===== config.mk =====
export PLATFORM = sky130hd
export DESIGN_NAME = multi_channel_plug_debouncer
export DESIGN_NICKNAME = d
export VERILOG_FILES = /design/src/rtl/mcpd_pkg.sv /design/src/rtl/mcpd_update.sv /design/src/rtl/multi_channel_plug_debouncer.sv
export SDC_FILE = /design/constraint.sdc
export NUM_CORES = 1
export LEC_CHECK = 0
export BUFFER_PORTS_ARGS = -buffer_cell sky130_fd_sc_hd__buf_4
export CORE_ASPECT_RATIO = 1.25
export CORE_MARGIN = 3
export CORE_UTILIZATION = 45
export CTS_CLUSTER_SIZE = 12
export DETAILED_ROUTE_END_ITERATION = 6
export PLACE_DENSITY = 0.63
export SETUP_SLACK_MARGIN = 0.2
export SYNTH_ARGS = -nofsm -noshare
export SYNTH_HDL_FRONTEND = slang
export SYNTH_SLANG_ARGS = --single-unit

===== constraint.sdc =====
create_clock -name i_clk -period 4.6 [get_ports i_clk]
set_input_delay 0.46 -clock i_clk [delete_from_list [all_inputs] [get_ports i_clk]]
set_output_delay 0.46 -clock i_clk [all_outputs]
set_load 0.01 [all_outputs]

===== src/rtl/mcpd_pkg.sv =====
// Shared types and constants for the multi-channel plug debouncer.
package mcpd_pkg;

    localparam int unsigned NUM_CHANNELS_DEF = 8;
    localparam int unsigned CH_W             = 3;
    localparam int unsigned REG_W            = 8;
    localparam int unsigned CFG_IDX_W        = 2;

    localparam logic [REG_W-1:0] CNT_MAX       = 8'hFF;
    localparam logic [REG_W-1:0] RELEASE_RESET = 8'd6;

    typedef enum logic [CFG_IDX_W-1:0] {
        CFG_ACTIVE_LEVELS  = 2'd0,
        CFG_CHANNEL_ENABLE = 2'd1,
        CFG_RELEASE_COUNT  = 2'd2
    } t_cfg_idx;

    typedef struct packed {
        logic [REG_W-1:0] active_levels;
        logic [REG_W-1:0] channel_enable;
        logic [REG_W-1:0] release_count;
    } t_cfg;

    typedef struct packed {
        logic [CH_W-1:0] channel;
        logic            level;
        logic            skip;
    } t_sample;

    typedef struct packed {
        logic            hit;
        logic [CH_W-1:0] channel;
        logic            plugged;
    } t_event;

endpackage


===== src/rtl/mcpd_update.sv =====
// Per-channel presence state and the read-modify-write for one sample.
module mcpd_update #(
    parameter int unsigned NUM_CHANNELS = mcpd_pkg::NUM_CHANNELS_DEF
) (
    input  logic             i_clk,
    input  logic             i_rst_n,
    input  mcpd_pkg::t_cfg    i_cfg,
    input  mcpd_pkg::t_sample i_smp,
    input  logic             i_commit,
    output mcpd_pkg::t_event  o_evt
);

    localparam int unsigned IDX_W = (NUM_CHANNELS > 1) ? $clog2(NUM_CHANNELS) : 1;
    localparam logic [mcpd_pkg::CH_W:0] NCH = (mcpd_pkg::CH_W + 1)'(NUM_CHANNELS);

    logic [mcpd_pkg::REG_W-1:0] r_cnt [NUM_CHANNELS];
    logic [NUM_CHANNELS-1:0]    r_present;

    logic                       in_range;
    logic                       live;
    logic [IDX_W-1:0]           idx;
    logic                       match;
    logic [mcpd_pkg::REG_W-1:0] cnt;
    logic [mcpd_pkg::REG_W-1:0] cnt_inc;
    logic                       present;
    logic                       plug;
    logic                       drop;

    always_comb begin
        in_range = ({1'b0, i_smp.channel} < NCH);
        live     = !i_smp.skip && in_range && i_cfg.channel_enable[i_smp.channel];
        idx      = i_smp.channel[IDX_W-1:0];
        match    = (i_smp.level == i_cfg.active_levels[i_smp.channel]);
        cnt      = r_cnt[idx];
        present  = r_present[idx];
        cnt_inc  = (cnt == mcpd_pkg::CNT_MAX) ? cnt : cnt + 1'b1;
        plug     = live && match && !present;
        drop     = live && !match && present && (cnt_inc > i_cfg.release_count);

        o_evt.hit     = plug || drop;
        o_evt.channel = i_smp.channel;
        o_evt.plugged = plug;
    end

    always_ff @(posedge i_clk) begin
        if (!i_rst_n) begin
            r_present <= '0;
            for (int i = 0; i < NUM_CHANNELS; i++) begin
                r_cnt[i] <= '0;
            end
        end else if (i_commit && live) begin
            // clear on match, count up (saturating) otherwise
            r_cnt[idx] <= match ? '0 : cnt_inc;
            if (plug) begin
                r_present[idx] <= 1'b1;
            end else if (drop) begin
                r_present[idx] <= 1'b0;
            end
        end
    end

    // a committed plug-in leaves the channel present, a removal leaves it absent
    a_plug_sets: assert property (@(posedge i_clk) disable iff (!i_rst_n)
        i_commit && plug |=> r_present[$past(idx)])
        else $error("plug-in did not set presence");
    a_drop_clears: assert property (@(posedge i_clk) disable iff (!i_rst_n)
        i_commit && drop |=> !r_present[$past(idx)])
        else $error("removal did not clear presence");
    a_match_clears: assert property (@(posedge i_clk) disable iff (!i_rst_n)
        i_commit && live && match |=> r_cnt[$past(idx)] == '0)
        else $error("matching sample did not clear counter");

endmodule


===== src/rtl/multi_channel_plug_debouncer.sv =====
// Top level of the multi-channel plug debouncer.
//
// Usage:
//   Input channel (i_valid / o_ready) carries one pin sample per transaction:
//   i_channel, i_level and i_skip. Output channel (o_valid / i_ready) carries
//   presence events: o_event_channel and o_plugged (1 plug-in, 0 removal).
//   A sample yields at most one event; samples that change no presence yield
//   no transaction at all.
//   Configuration: write i_cfg_wdata to register i_cfg_idx while i_cfg_we is
//   high (0 active levels, 1 channel enable, 2 release count). Write only
//   while the block is idle.
// Timing:
//   One sample is accepted every cycle while o_ready is high. The channel
//   state read-modify-write runs on the sample in the input register and its
//   event loads the output register as that sample advances, raising o_valid.
//   When the receiver stalls, the event is held in the output register and
//   the input register holds its sample; o_ready drops only while both are
//   full and i_ready is low.
// Reset:
//   Synchronous, active low. Clears all presence flags and mismatch counters,
//   zeroes active levels and enables, and loads the release count with 6.
module multi_channel_plug_debouncer #(
    parameter int unsigned NUM_CHANNELS = mcpd_pkg::NUM_CHANNELS_DEF
) (
    input  logic                           i_clk,
    input  logic                           i_rst_n,
    // sample channel
    input  logic                           i_valid,
    output logic                           o_ready,
    input  logic [mcpd_pkg::CH_W-1:0]      i_channel,
    input  logic                           i_level,
    input  logic                           i_skip,
    // event channel
    output logic                           o_valid,
    input  logic                           i_ready,
    output logic [mcpd_pkg::CH_W-1:0]      o_event_channel,
    output logic                           o_plugged,
    // configuration
    input  logic                           i_cfg_we,
    input  logic [mcpd_pkg::CFG_IDX_W-1:0] i_cfg_idx,
    input  logic [mcpd_pkg::REG_W-1:0]     i_cfg_wdata
);

    mcpd_pkg::t_cfg    r_cfg;
    mcpd_pkg::t_sample r_stg;
    logic              r_stg_vld;
    logic              r_out_vld;
    logic [mcpd_pkg::CH_W-1:0] r_out_ch;
    logic              r_out_plugged;

    logic              stg_adv;
    logic              n_out_vld;
    mcpd_pkg::t_event  evt;

    // Configuration registers.
    always_ff @(posedge i_clk) begin
        if (!i_rst_n) begin
            r_cfg.active_levels  <= '0;
            r_cfg.channel_enable <= '0;
            r_cfg.release_count  <= mcpd_pkg::RELEASE_RESET;
        end else if (i_cfg_we) begin
            unique case (mcpd_pkg::t_cfg_idx'(i_cfg_idx))
                mcpd_pkg::CFG_ACTIVE_LEVELS:  r_cfg.active_levels  <= i_cfg_wdata;
                mcpd_pkg::CFG_CHANNEL_ENABLE: r_cfg.channel_enable <= i_cfg_wdata;
                mcpd_pkg::CFG_RELEASE_COUNT:  r_cfg.release_count  <= i_cfg_wdata;
                default: ;  // drop writes to unused indexes
            endcase
        end
    end

    // Advance the staged sample whenever the output register is free or
    // being emptied this cycle; the state update commits on the same edge.
    assign stg_adv = r_stg_vld && (!r_out_vld || i_ready);
    assign o_ready = !r_stg_vld || stg_adv;

    always_ff @(posedge i_clk) begin
        if (!i_rst_n) begin
            r_stg_vld <= 1'b0;
        end else if (o_ready) begin
            r_stg_vld <= i_valid;
        end
    end

    always_ff @(posedge i_clk) begin
        if (o_ready && i_valid) begin
            r_stg.channel <= i_channel;
            r_stg.level   <= i_level;
            r_stg.skip    <= i_skip;
        end
    end

    mcpd_update #(
        .NUM_CHANNELS (NUM_CHANNELS)
    ) u_update (
        .i_clk    (i_clk),
        .i_rst_n  (i_rst_n),
        .i_cfg    (r_cfg),
        .i_smp    (r_stg),
        .i_commit (stg_adv),
        .o_evt    (evt)
    );

    // Output register: load on advance, empty when taken.
    always_comb begin
        n_out_vld = r_out_vld;
        if (stg_adv) begin
            n_out_vld = evt.hit;
        end else if (i_ready) begin
            n_out_vld = 1'b0;
        end
    end

    always_ff @(posedge i_clk) begin
        if (!i_rst_n) begin
            r_out_vld <= 1'b0;
        end else begin
            r_out_vld <= n_out_vld;
        end
    end

    always_ff @(posedge i_clk) begin
        if (stg_adv && evt.hit) begin
            r_out_ch      <= evt.channel;
            r_out_plugged <= evt.plugged;
        end
    end

    assign o_valid         = r_out_vld;
    assign o_event_channel = r_out_ch;
    assign o_plugged       = r_out_plugged;

    // a staged sample that cannot advance must stay put
    a_stage_hold: assert property (@(posedge i_clk) disable iff (!i_rst_n)
        r_stg_vld && !stg_adv |=> r_stg_vld && $stable(r_stg))
        else $error("staged sample lost while stalled");
    // a new event only comes from an advancing sample
    a_out_source: assert property (@(posedge i_clk) disable iff (!i_rst_n)
        !r_out_vld ##1 r_out_vld |-> $past(stg_adv))
        else $error("event appeared without an advancing sample");
    // an unaccepted event is never overwritten
    a_out_hold: assert property (@(posedge i_clk) disable iff (!i_rst_n)
        r_out_vld && !i_ready |=> r_out_vld && $stable(r_out_ch)
                                  && $stable(r_out_plugged))
        else $error("pending event overwritten");

endmodule

==> summary.txt <==
Run status
  • Outcome: finished, final reports clean

CTS
  • CTS root buf: clkbuf_16
  • Post-CTS setup buffers: 0
  • CTS Hold Bufs: 0
  • Sink Count: 110
  • Clock slew at reported path FFs: 0.07 ns
  • TritonCTS buffer count: 9
  • CTS tree: built
  • Clock Path Buffers: 2
  • CTS resizes: 0
  • Worst-skew pair later-pin latency: 0.35 ns
  • Max H-tree Level: 3

Timing
  • Final Cycle Share: 0.888
  • Setup violators final: 0
  • Setup TNS: 0 ns
  • Slew Viols, Final: 0
  • Least-Margin Pin Slew: 1.01 ns
  • Rel. slew slack: 0.323
  • Setup ws final: 0.513 ns
  • RSZ-0062 raised after global routing: no
  • Period minus WS final: 4.09 ns
  • Final Hold Fails: 0
  • Worst Clk Skew: 0.00797 ns
  • Achievable frequency: 245 MHz

Floorplanning
  • Core area: 0.0113 sq mm
  • Io pins: 26
  • Die Wd: 103 microns
  • Initial Utilization: 0.469
  • FP Rows: 43
  • Die Ht: 127 microns
  • Die footprint: 0.0131 sq mm

Detailed routing
  • Antenna-violating nets left: 0
  • Drt pass-1 iters: 5
  • Final WL: 11500 microns
  • Post-DR vias/cell: 5.69
  • DRT iter0 DRCs: 190
  • WL/cell: 18.9 microns
  • Via Count: 3467
  • Drt drc: 0

Critical path
  • CP startpoint kind: flip-flop
  • Setup slack, reg-to-reg: 0.51 ns
  • CP max FO: 16
  • Critical path's largest stage delay: 0.55 ns
  • Critical-path top delay cell: mux4_2
  • Worst path cell trace: buf_12 > mux4_2 > nand2_1 > nand2_1 > ha_1 > o211ai_2 > nand2b_4 > mux2i_2 > inv_2 > ha_1 > and3_1 > a221o_1 > a221oi_1 > a311oi_1 > and3_1 > a211oi_1
  • CP top delay family: compound AO/OA/AOI/OAI gates
  • Critical Path RT: 4.85 ns
  • WP buf/inv: 2
  • Crit. End Element: flip-flop
  • Worst R2R Path Depth: 16
  • Worst path arrival time: 4.34 ns
  • Setup CP Type: flip-flop to flip-flop

GRT
  • Global Route Usage Sum: 0.189
  • Maximum number of pins on one net before global-route repair: 33
  • GRT overflow: 0
  • Vias in the first global route: 3436
  • Initial antenna violation count: 0
  • First-pass GRT wire length: 18600 microns

Job
  • Max Cap Viol: 0

Pwr
  • Max VDD drop: 238 uV
  • Pwr per Cell Area: 360 mW/mm^2
  • Leakage dissipation: 0.00232 uW

Synth
  • YS warnings: 0
  • Syn Nets: 470
  • Synth Cell Area: 0.00529 sq mm
  • Async set-or-reset flop fraction in the synthesized netlist: 0
  • Post-synth EDFFs: 73
  • Synth Flop Type: edfxtp_1
  • Synth Register Bits: 110
  • Syn Area/Cell: 12.0 sq um
  • Cell count after synthesis: 441
  • Yosys cell types: 58
  • Sequential fraction of the synthesis area: 0.554

Min path
  • Hold EP: r_stg[0]$_DFFE_PP_
  • Min-delay src: i_skip
  • Hold Path Depth: 1
  • HP Class: primary input to flip-flop

Cells and area
  • Commonest non-fill, non-tap cell in the layout: nor2_1
  • Syn-to-layout area delta: 12.2%
  • Layout cell share with drive strength beyond 1: 0.213
  • Combined area of the multi-input logic cells: 0.00216 sq mm
  • Commonest cells after routing, fill and taps aside: 86 x nor2_1, 73 x edfxtp_1, 42 x buf_4
  • Sequential standard cell area: 0.00293 sq mm
  • # fillers: 994
  • ANT cells: 0
  • Nets: 498

Placement
  • Buffers on Ports: 25
  • GPL Wtd Cong: 0.867
  • Worst slack, placed: 0.455 ns
  • DP HPWL: 8550 microns
cell usage after synthesis (7+ instances only):
library cell	n	area (sq um)
nand3_1	10	50.1
a211oi_1	9	67.6
buf_2	7	35.0
o21ai_0	7	35.0
mux2i_1	30	300
inv_1	15	56.3
edfxtp_1	73	2190
mux4_2	19	428
ha_1	9	113
nand4_1	8	50.1
nor2_1	87	327
a41oi_1	8	70.1
nand2_1	32	120
clkbuf_1	13	48.8
dfxtp_1	37	741
report_power, final:
part | total (uW) | switching, uW | internal [uW]
logic | 312 | 183 | 129
registers | 1100 | 21.1 | 1080
clock network | 720 | 352 | 368
logic make-up (layout without fill, tap and decap cells):
family / count (synthesis) / in the layout / synth area share
AO/OA/AOI/OAI: 45 / 45 / 0.0650
XOR/XNOR: 4 / 4 / 0.00804
adder cells (fa/ha/maj): 9 / 9 / 0.0213
buffers and inverters: 45 / 78 / 0.0385
flip-flops: 110 / 110 / 0.554
multiplexers: 58 / 58 / 0.160
AND/OR/NAND/NOR: 170 / 170 / 0.153
final cells by class:
type                    instances  share of cell area
well taps                     135              0.0284
multi-input cells             286               0.364
clock inverters                 7             0.00800
flip-flops and latches        110               0.494
repair buffers                 43              0.0564
clock buffers                   9              0.0379
inverters                      19              0.0120
registers in the layout (all words and copies together) (netlist names), named ones only:
register	cells
u_update.r_cnt	64
o_plugged	1
r_stg_vld	1
o_event_channel	3
r_cfg	24
o_valid	1
r_stg	5
worst reg2reg max path: stages (launching register included):
cell	delay, ns
dfxtp_1	0.36
buf_12	0.19
mux4_2	0.56
nand2_1	0.09
nand2_1	0.12
ha_1	0.26
o211ai_2	0.12
nand2b_4	0.20
mux2i_2	0.28
inv_2	0.05
ha_1	0.26
and3_1	0.16
a221o_1	0.29
a221oi_1	0.29
a311oi_1	0.13
and3_1	0.36
a211oi_1	0.28
worst max-delay path by stage:
stage | endpoint | slack [ns] | depth (start not counted)
CTS | o_event_channel[1]$_DFFE_PP_ | 0.43 | 16
detailed placement | o_plugged$_DFFE_PP_ | 0.46 | 16
global placement | o_plugged$_DFFE_PP_ | 0.56 | 16
finish | flip-flop | 0.51 | 16
global route | flip-flop | 0.23 | 16
floorplan | flip-flop | 0.63 | 18
stage by stage:
step	hold WS [ns]	total power, uW	std cells	instance area [sq um]	util
2_1_floorplan	0.421	1340	441	5290	-
3_3_place_gp	0.473	1440	593	5670	0.501
3_5_place_dp	0.484	1440	593	5670	0.501
4_1_cts	0.275	2150	609	5940	0.526
5_1_grt	0.280	2220	609	5940	0.526
6_report	0.284	2140	609	5940	0.526
routing by layer:
| metal | share of wire | GRT usage |
|---|---|---|
| met1 | 0.42 | 0.249 |
| met5 | 0 | 0 |
| met2 | 0.52 | 0.308 |
| met4 | 0.027 | 0.0732 |
| met3 | 0.032 | 0.0317 |
Power figures use the tool's default switching activity.
